### config.mk
export PLATFORM = sky130hd
export DESIGN_NAME = button_debounce_long_press_repeat_core
export DESIGN_NICKNAME = d
export VERILOG_FILES = /design/src/hdl/bdlp_pkg.sv /design/src/hdl/button_debounce_long_press_repeat_core.sv /design/src/hdl/bdlp_lane.sv /design/src/hdl/bdlp_skid.sv
export SDC_FILE = /design/constraint.sdc
export NUM_CORES = 1
export LEC_CHECK = 0
export BUFFER_PORTS_ARGS = -buffer_cell sky130_fd_sc_hd__buf_2
export CAP_MARGIN = 10
export CORE_ASPECT_RATIO = 1.5
export CORE_UTILIZATION = 45
export CTS_BUF_LIST = sky130_fd_sc_hd__clkbuf_16
export CTS_CLUSTER_DIAMETER = 120
export DETAILED_ROUTE_END_ITERATION = 7
export HOLD_SLACK_MARGIN = 0.03
export PLACE_DENSITY = 0.63
export SLEW_MARGIN = 10
export SYNTH_ARGS = -nofsm -noshare
export SYNTH_HDL_FRONTEND = slang
export SYNTH_HIERARCHICAL = 1
export SYNTH_SLANG_ARGS = --single-unit
### constraint.sdc
create_clock -name aclk -period 4.9 [get_ports aclk]
set_input_delay 0.49 -clock aclk [delete_from_list [all_inputs] [get_ports aclk]]
set_output_delay 0.49 -clock aclk [all_outputs]
set_load 0.005 [all_outputs]
### src/hdl/bdlp_pkg.sv
// Package: constants, codes and types of the button debouncer.
`timescale 1ns / 1ps

package bdlp_pkg;

    localparam int BUTTONS_DEF    = 6;
    localparam int TIMER_BITS_DEF = 16;
    localparam int TIMER_BITS_MAX = 32;

    localparam int CFG_WIDTH      = 16;
    localparam int CFG_INDEX_BITS = 2;
    localparam int PIN_BITS       = 6;
    localparam int LONG_BITS      = 6;
    localparam int IDX_BITS       = 3;

    localparam logic [CFG_INDEX_BITS-1:0] REG_LONG_PRESS    = 2'd0;
    localparam logic [CFG_INDEX_BITS-1:0] REG_REPEAT        = 2'd1;
    localparam logic [CFG_INDEX_BITS-1:0] REG_PRESSED_LEVEL = 2'd2;

    localparam logic CMD_TICK = 1'b0;
    localparam logic CMD_READ = 1'b1;

    localparam logic [CFG_WIDTH-1:0] LONG_PRESS_RST = 16'd150;
    localparam logic [CFG_WIDTH-1:0] REPEAT_RST     = 16'd20;
    localparam logic                 PRESSED_RST    = 1'b0;
    localparam logic                 RELEASED_RST   = ~PRESSED_RST;

    typedef struct packed {
        logic tick;
        logic clear;
        logic pressed_level;
    } lane_ctrl_t;

    typedef struct packed {
        logic pending;
        logic long_next;
    } lane_status_t;

    typedef struct packed {
        logic                 pressed;
        logic [LONG_BITS-1:0] long_mode;
    } result_t;

endpackage

### src/hdl/button_debounce_long_press_repeat_core.sv
// Top level: debouncer for a bank of buttons with long-press auto-repeat.
//
// Input channel (s_*): each item is a tick (command 0) carrying one pin
// sample for each of the first six buttons (the rest see 0), or a read
// (command 1) that returns and clears the pressed flag of button
// s_button_index. Every item gives one result item on the m_* channel:
// the read flag (0 for ticks) and the long mode bits of the first six
// buttons after the update. The block takes one item per cycle while
// s_ready is high. Results go to an output register backed by a skid
// register, so one item is still taken while a result waits; s_ready
// drops only when both hold a result that the receiver has not taken.
// Configuration (cfg_*) writes long-press time, repeat time and the pin
// level for pressed; write only while the block is idle.
// Reset (aresetn low, synchronous) empties the result buffer, clears all
// flags and countdowns, sets every sample to released and restores the
// register defaults of 150, 20 and pressed-low.
`timescale 1ns / 1ps

module button_debounce_long_press_repeat_core #(
    parameter int BUTTONS    = bdlp_pkg::BUTTONS_DEF,
    parameter int TIMER_BITS = bdlp_pkg::TIMER_BITS_DEF
) (
    input  logic                                aclk,
    input  logic                                aresetn,
    input  logic                                cfg_we,
    input  logic [bdlp_pkg::CFG_INDEX_BITS-1:0] cfg_index,
    input  logic [bdlp_pkg::CFG_WIDTH-1:0]      cfg_wdata,
    input  logic                                s_valid,
    output logic                                s_ready,
    input  logic                                s_command,
    input  logic [bdlp_pkg::PIN_BITS-1:0]       s_pin_levels,
    input  logic [bdlp_pkg::IDX_BITS-1:0]       s_button_index,
    output logic                                m_valid,
    input  logic                                m_ready,
    output logic                                m_pressed,
    output logic [bdlp_pkg::LONG_BITS-1:0]      m_long_mode
);

    logic [bdlp_pkg::CFG_WIDTH-1:0] long_press_reg;
    logic [bdlp_pkg::CFG_WIDTH-1:0] repeat_reg;
    logic                           pressed_level_reg;

    logic                            accept;
    logic                            is_tick;
    logic                            is_read;
    logic [BUTTONS-1:0]              sel;
    logic [BUTTONS-1:0]              pins;
    logic [BUTTONS-1:0]              pending;
    logic [bdlp_pkg::LONG_BITS-1:0]  long_bits;
    bdlp_pkg::lane_status_t          status [BUTTONS];
    bdlp_pkg::result_t               result;
    bdlp_pkg::result_t               out_data;

    always_ff @(posedge aclk) begin
        if (!aresetn) begin
            long_press_reg    <= bdlp_pkg::LONG_PRESS_RST;
            repeat_reg        <= bdlp_pkg::REPEAT_RST;
            pressed_level_reg <= bdlp_pkg::PRESSED_RST;
        end else if (cfg_we) begin
            if (cfg_index == bdlp_pkg::REG_LONG_PRESS) begin
                long_press_reg <= cfg_wdata;
            end
            if (cfg_index == bdlp_pkg::REG_REPEAT) begin
                repeat_reg <= cfg_wdata;
            end
            if (cfg_index == bdlp_pkg::REG_PRESSED_LEVEL) begin
                pressed_level_reg <= cfg_wdata[0];
            end
        end
    end

    assign accept  = s_valid && s_ready;
    assign is_tick = accept && (s_command == bdlp_pkg::CMD_TICK);
    assign is_read = accept && (s_command == bdlp_pkg::CMD_READ);

    for (genvar i = 0; i < BUTTONS; i++) begin : g_lane
        bdlp_pkg::lane_ctrl_t ctrl;

        if (i < bdlp_pkg::PIN_BITS) begin : g_pin
            assign pins[i] = s_pin_levels[i];
        end else begin : g_nopin
            assign pins[i] = 1'b0;
        end

        assign sel[i]             = (32'(s_button_index) == i);
        assign ctrl.tick          = is_tick;
        assign ctrl.clear         = is_read && sel[i];
        assign ctrl.pressed_level = pressed_level_reg;
        assign pending[i]         = status[i].pending;

        bdlp_lane #(
            .TIMER_BITS(TIMER_BITS)
        ) u_lane (
            .aclk            (aclk),
            .aresetn         (aresetn),
            .ctrl            (ctrl),
            .pin             (pins[i]),
            .long_press_ticks(long_press_reg),
            .repeat_ticks    (repeat_reg),
            .status          (status[i])
        );
    end

    for (genvar j = 0; j < bdlp_pkg::LONG_BITS; j++) begin : g_long
        if (j < BUTTONS) begin : g_shown
            assign long_bits[j] = status[j].long_next;
        end else begin : g_absent
            assign long_bits[j] = 1'b0;
        end
    end

    assign result.pressed   = (s_command == bdlp_pkg::CMD_READ) && |(pending & sel);
    assign result.long_mode = long_bits;

    bdlp_skid u_skid (
        .aclk     (aclk),
        .aresetn  (aresetn),
        .in_valid (s_valid),
        .in_ready (s_ready),
        .in_data  (result),
        .out_valid(m_valid),
        .out_ready(m_ready),
        .out_data (out_data)
    );

    assign m_pressed   = out_data.pressed;
    assign m_long_mode = out_data.long_mode;

endmodule

### src/hdl/bdlp_lane.sv
// One button lane: sample history, accepted level, press flag and countdown.
`timescale 1ns / 1ps

module bdlp_lane #(
    parameter int TIMER_BITS = bdlp_pkg::TIMER_BITS_DEF
) (
    input  logic                           aclk,
    input  logic                           aresetn,
    input  bdlp_pkg::lane_ctrl_t           ctrl,
    input  logic                           pin,
    input  logic [bdlp_pkg::CFG_WIDTH-1:0] long_press_ticks,
    input  logic [bdlp_pkg::CFG_WIDTH-1:0] repeat_ticks,
    output bdlp_pkg::lane_status_t         status
);

    logic                  middle_reg, middle_next;
    logic                  newest_reg, newest_next;
    logic                  accepted_reg, accepted_next;
    logic                  pending_reg, pending_next;
    logic                  long_reg, long_next;
    logic [TIMER_BITS-1:0] count_reg, count_next;
    logic [bdlp_pkg::TIMER_BITS_MAX-1:0] long_wide;
    logic [bdlp_pkg::TIMER_BITS_MAX-1:0] repeat_wide;
    logic [TIMER_BITS-1:0] long_load;
    logic [TIMER_BITS-1:0] repeat_load;

    assign long_wide   = bdlp_pkg::TIMER_BITS_MAX'(long_press_ticks);
    assign repeat_wide = bdlp_pkg::TIMER_BITS_MAX'(repeat_ticks);
    assign long_load   = long_wide[TIMER_BITS-1:0];
    assign repeat_load = repeat_wide[TIMER_BITS-1:0];

    always_comb begin
        middle_next   = middle_reg;
        newest_next   = newest_reg;
        accepted_next = accepted_reg;
        pending_next  = pending_reg;
        long_next     = long_reg;
        count_next    = count_reg;
        if (ctrl.tick) begin
            middle_next = newest_reg;
            newest_next = pin;
            if (middle_reg != newest_reg || newest_reg != pin) begin
                long_next = 1'b0;
            end else if (accepted_reg != pin) begin
                accepted_next = pin;
                if (pin == ctrl.pressed_level) begin
                    pending_next = 1'b1;
                    count_next   = long_reg ? repeat_load : long_load;
                end
            end else if (count_reg != '0) begin
                count_next = count_reg - TIMER_BITS'(1);
                if (count_reg == TIMER_BITS'(1)) begin
                    accepted_next = ~ctrl.pressed_level;
                    long_next     = 1'b1;
                end
            end
        end else if (ctrl.clear) begin
            pending_next = 1'b0;
        end
    end

    always_ff @(posedge aclk) begin
        if (!aresetn) begin
            middle_reg   <= bdlp_pkg::RELEASED_RST;
            newest_reg   <= bdlp_pkg::RELEASED_RST;
            accepted_reg <= bdlp_pkg::RELEASED_RST;
            pending_reg  <= 1'b0;
            long_reg     <= 1'b0;
            count_reg    <= '0;
        end else begin
            middle_reg   <= middle_next;
            newest_reg   <= newest_next;
            accepted_reg <= accepted_next;
            pending_reg  <= pending_next;
            long_reg     <= long_next;
            count_reg    <= count_next;
        end
    end

    assign status.pending   = pending_reg;
    assign status.long_next = long_next;

endmodule

### src/hdl/bdlp_skid.sv
// Two-entry result buffer: output register plus skid register.
`timescale 1ns / 1ps

module bdlp_skid (
    input  logic              aclk,
    input  logic              aresetn,
    input  logic              in_valid,
    output logic              in_ready,
    input  bdlp_pkg::result_t in_data,
    output logic              out_valid,
    input  logic              out_ready,
    output bdlp_pkg::result_t out_data
);

    logic              out_valid_reg, out_valid_next;
    logic              skid_valid_reg, skid_valid_next;
    bdlp_pkg::result_t out_data_reg, out_data_next;
    bdlp_pkg::result_t skid_data_reg, skid_data_next;
    logic              in_fire;
    logic              out_free;

    assign in_ready = !skid_valid_reg;
    assign in_fire  = in_valid && in_ready;
    assign out_free = !out_valid_reg || out_ready;

    always_comb begin
        out_valid_next  = out_valid_reg;
        skid_valid_next = skid_valid_reg;
        out_data_next   = out_data_reg;
        skid_data_next  = skid_data_reg;
        if (out_free) begin
            if (skid_valid_reg) begin
                out_data_next   = skid_data_reg;
                out_valid_next  = 1'b1;
                skid_valid_next = 1'b0;
            end else begin
                out_data_next  = in_data;
                out_valid_next = in_fire;
            end
        end else if (in_fire) begin
            skid_data_next  = in_data;
            skid_valid_next = 1'b1;
        end
    end

    always_ff @(posedge aclk) begin
        if (!aresetn) begin
            out_valid_reg  <= 1'b0;
            skid_valid_reg <= 1'b0;
        end else begin
            out_valid_reg  <= out_valid_next;
            skid_valid_reg <= skid_valid_next;
        end
    end

    always_ff @(posedge aclk) begin
        out_data_reg  <= out_data_next;
        skid_data_reg <= skid_data_next;
    end

    assign out_valid = out_valid_reg;
    assign out_data  = out_data_reg;

endmodule

Word-level counts from Yosys, hierarchy flattened
Cells that the tools add are included.

Register bits: 175. Bits of input ports: 33. Output and inout port bits: 9. Word-level logic and storage cells: 296.

$add $sub $neg: 6. Equal/unequal tests: 61. Muxes and demuxes: 104. Bitwise logic cells: 11. Reduce and logical (&&, ||, !) cells: 69.

Operator list (count): two-way mux 16 bit (24); equality test 16 x 1 -> 1 bit, second input constant (6); nonzero test 16 bit (6); subtractor 16 x 1 -> 16 bit, second input constant (6); two-way mux 1 bit (79); AND reduction 4 bit (18); nonzero test 2 bit (18); inequality test 2 x 1 -> 1 bit, second input constant (12); inequality test 2 bit, second input constant (12); inequality test 1 bit (18); logical AND 1 bit (10); inverter 1 bit (10); AND reduction 2 bit (4); logical OR 1 bit (7); two-way mux 7 bit (1); bitwise AND 6 bit (1); equality test 1 bit (6); equality test 3 x 2 -> 1 bit, second input constant (2); equality test 3 bit, second input constant (2); OR reduction 6 bit (1); equality test 3 x 1 -> 1 bit, second input constant (1); logical NOT 3 bit (1); equality test 2 x 1 -> 1 bit, second input constant (1); equality test 2 bit, second input constant (1); 3 further kinds (4).

Longest topological paths before layout
Word-level depth: 7. Mapped depth: 10. Depth with buffers taken out: 7.

Modules after synthesis
The synthesis kept the hierarchy.

By module, submodules not included: bdlp_lane (times used 6, cells each 196, area an instance 1531.5 um^2); button_debounce_long_press_repeat_core (times used 1, cells each 167, area an instance 1396.3 um^2); bdlp_skid (times used 1, cells each 30, area an instance 628.1 um^2).

Worst setup path before layout
OpenSTA, ideal clock, no wires.

Kind: register to register. From: register u_skid.skid_valid_reg. To: register g_lane[0].u_lane.count_reg[0]. Setup time: 0.070 ns. Data arrival time: 2.252 ns. Data required time: 4.830 ns. Slack: 2.578 ns. Stages on the path, launching flop included: 11. Path buffers: 3. Clock period less this slack: 2.322 ns. Cell sequence: dfxtp_1 > buf_6 > inv_1 > nand2_1 > nor2_1 > clkbuf_1 > a21boi_0 > o31ai_4 > buf_2 > o32a_1 > a21oi_1.

RTL lines: start: declaration (RTL line bdlp_skid.sv:16) `logic skid_valid_reg, skid_valid_next;`; start signal: assignment (RTL line bdlp_skid.sv:52) `skid_valid_reg <= skid_valid_next;`; end signal: assignment (RTL line bdlp_lane.sv:76) `count_reg <= count_next;`; end: declaration (RTL line bdlp_lane.sv:21) `logic [TIMER_BITS-1:0] count_reg, count_next;`.

==> out/qor.csv <==
stage,metric,value,unit
clock_tree,cts.path.max_buffers,2,
yosys,synth_mux_area_share,10.3,%
place,io_buffer_count,41,
clock_tree,cts_sinks,175,
route,totalWireLength,34300,µm
setup_path,critPathCapture,g_lane[1].u_lane/count_reg[0],
die,chipWidth,131,µm
timing,worstMarginPinSlew,1.11,ns
finish,mostFrequentLayoutCell,nand2_1,
finish,final_area,12000,µm²
setup_path,r2r_start,u_skid/skid_valid_reg,
global_route,grt_util_all_layers,27.3,%
clock_tree,cts_tree,done,
place,gp_congestion,0.909,
die,dieArea,25600,µm²
timing,finalClockSkew,0.0106,ns
finish,drive_above_1_share,9.65,%
yosys,syn_area,11200,µm²
yosys,ys_types,59,
min_path,worstHoldPathType,in2reg,
setup_path,crit_chain,inv_1 -> nand2_1 -> nor2_4 -> buf_12 -> a21boi_0 -> o31ai_4 -> o32a_1 -> a21oi_1,
finish,fin_cells,1671,
setup_path,path_class,reg2reg,
route,wl_per_cell,20.5,µm
clock_tree,hold_buffers,0,
setup_path,worst_path_max_delay_cell,a21boi_0,
min_path,whs_path_depth,3,
setup_path,required,5.26,ns
setup_path,reg2reg_depth,8,
timing,slew_viol_final,0,
clock_tree,cts.root.buffer_cell,clkbuf_16,
place,placedInstanceArea,11400,µm²
finish,fin_util,48.9,%
finish,n_fill_cell,2410,
yosys,synth_edf_count,14,
finish,layout_common_cells,"181 x nand2_1, 161 x dfxtp_1, 144 x a21oi_1",
finish,syn_to_final_growth,6.57,%
global_route,grt_overflow,0,
yosys,synthAdderAreaFrac,1.34,%
route,initialDrtViolationCount,851,
timing,finalSetupViolCount,0,
setup_path,worst-path-max-fanout,30,
route,num_vias,10549,
timing,fmax,328,MHz
setup_path,cp.arrival,3.42,ns
die,rows,70,
yosys,synth.avg_cell_area,8.17,µm²
clock_tree,clk_pin_slew_worst_paths,0.07,ns
clock_tree,cts_resized,0,
route,avgViaCountPerCell,6.31,
setup_path,reg2reg_to,g_lane[1].u_lane/count_reg[0],
die,start_util,45.9,%
pwr,power.density,322,nW/µm²
yosys,synth_xor_xnor_area_share,0.937,%
finish,nets,1379,
clock_tree,clock_latency,0.44,ns
die,coreArea,24400,µm²
yosys,syn-num-nets,1418,
setup_path,cp_num_buf_inv,2,
pwr,vdd_drop_max,0.281,mV
yosys,yosysSeqAreaShare,32.5,%
timing,fin_setup_tns,0,ns
clock_tree,cts-htree-levels,4,
outcome,status,"finished, final reports clean",
setup_path,cp-startpoint,u_skid/skid_valid_reg,
timing,finalCritPeriodShare,62.3,%
flow_run,drv_cap,0,
yosys,synth-seq-cells,175,
place,hpwl,23600,µm
setup_path,cp_num_cells,8,
clock_tree,cts_buffers,17,
route,drt_first_pass_iters,6,
clock_tree,post_cts_buffers,0,
yosys,yosys_warnings,6,
global_route,grt_pass1_wl,53600,µm
setup_path,cp_top_family,compound AO/OA/AOI/OAI gates,
global_route,antenna_found_initial,0,
route,antenna_left,0,
setup_path,max_stage_delay,0.53,ns
finish,diodes,0,
timing,fin_hold_ws,0.288,ns
global_route,grt_max_degree,63,
setup_path,crit_path_end_kind,flop,
finish,largest_reg_flops,96,
pwr,p_leak,4.25,nW
die,io_pins,42,
yosys,synth_ff_type,dfxtp_1,
yosys,synth_top_family_by_area,compound AO/OA/AOI/OAI gates,
timing,hold_violations,0,
die,die_h,195,µm
place,dp.cells,1639,
yosys,synth_cells,1373,
route,drc_errors,0,
timing,slew-limit-headroom,25.8,%
setup_path,rrSetupSlack,1.85,ns
yosys,synth_compound_area_share,26.5,%
setup_path,cp-start-kind,flop,
global_route,grt_pass1_vias,9898,
timing,period_needed,3.05,ns
yosys,synth_simple_gate_area_share,21.5,%
yosys,async_reset_ff_share,0,%
timing,rsz0062_at_grt,no,
[where the power goes]
| group | leakage [nW] | internal [W] | switching, W |
|---|---|---|---|
| Sequential | 1.46 | 0.00150 | 0.0000978 |
| Combinational | 2.50 | 0.000339 | 0.000528 |
| Clock | 0.284 | 0.000758 | 0.000631 |
[worst reg2reg max path, delay by kind of cell, from the launching register on]
family	cells	cell delay (ns)
AO/OA/AOI/OAI	4	1.49
AND/OR/NAND/NOR	2	0.56
flip-flops	1	0.48
buffers and inverters	2	0.45
[cell families after synthesis]
kind of cell,after synthesis
AO/OA/AOI/OAI,443
XOR/XNOR,12
adder cells (fa/ha/maj),12
buffers and inverters,151
flip-flops,175
multiplexers,112
AND/OR/NAND/NOR,468
[stage by stage]
stage | total power [W] | worst slack, ns
floorplan | 0.00226 | 2.58
global placement | 0.00247 | 1.94
detailed placement | 0.00247 | 1.88
CTS | 0.00386 | 1.87
global route | 0.00402 | 1.64
finish | 0.00385 | 1.85
[how the worst min path moves through the flow]
| stage | start | to | slack (ns) |
|---|---|---|---|
| after floorplan | g_lane[0].u_lane/pending_reg | g_lane[0].u_lane/pending_reg | 0.45 |
| after global placement | g_lane[2].u_lane/count_reg[12] | g_lane[2].u_lane/count_reg[12] | 0.47 |
| after detailed placement | g_lane[0].u_lane/count_reg[1] | g_lane[0].u_lane/count_reg[1] | 0.48 |
| after CTS | cfg_wdata[11] | repeat_reg[11] | 0.28 |
| after global routing | cfg_wdata[11] | long_press_reg[11] | 0.29 |
| final | cfg_wdata[11] | repeat_reg[11] | 0.29 |
[final cells by class]
class	instances	area, µm²	area share, %
clock buffer	17	425	3.56
multi-input combinational	1047	6850	57.3
tap	324	405	3.39
clock inverter	15	158	1.32
sequential	175	3640	30.5
inverter	37	139	1.16
timing repair buffer	56	333	2.79
[metal layers]
| layer | track usage, % | share of wire (%) |
|---|---|---|
| met5 | 0 | 0 |
| met2 | 45.0 | 48 |
| met1 | 34.7 | 42 |
| met3 | 3.26 | 5.9 |
| met4 | 13.4 | 4.0 |
[synth_stat cells, types with 7 or more instances]
| cell type | instances | area [µm²] |
|---|---|---|
| buf_2 | 26 | 130 |
| nand2_1 | 181 | 679 |
| mux2_4 | 7 | 105 |
| or3_1 | 30 | 188 |
| nand2b_1 | 19 | 119 |
| nor2_1 | 75 | 282 |
| ha_1 | 12 | 150 |
| buf_6 | 9 | 101 |
| o21ai_0 | 24 | 120 |
| o21ai_1 | 36 | 180 |
| nor2b_1 | 13 | 81.3 |
| or4_1 | 24 | 180 |
| buf_4 | 26 | 195 |
| o22ai_1 | 30 | 188 |
| o211ai_1 | 12 | 90.1 |
| edfxtp_1 | 14 | 420 |
| nor3_1 | 22 | 110 |
| a211o_1 | 25 | 219 |
| o31ai_1 | 13 | 97.6 |
| dfxtp_1 | 161 | 3220 |
| clkbuf_1 | 46 | 173 |
| nor3b_1 | 7 | 52.6 |
| a31oi_1 | 24 | 150 |
| nand3_1 | 19 | 95.1 |
| mux2i_1 | 105 | 1050 |
| o32a_1 | 12 | 120 |
| inv_1 | 37 | 139 |
| a211oi_1 | 12 | 90.1 |
| a21oi_1 | 144 | 721 |
| o32ai_1 | 24 | 210 |
| a21boi_0 | 23 | 173 |
| a21boi_1 | 10 | 75.1 |
| o21bai_1 | 18 | 135 |
| nor4_1 | 32 | 200 |
No activity file was read; power rests on OpenSTA's default activity.
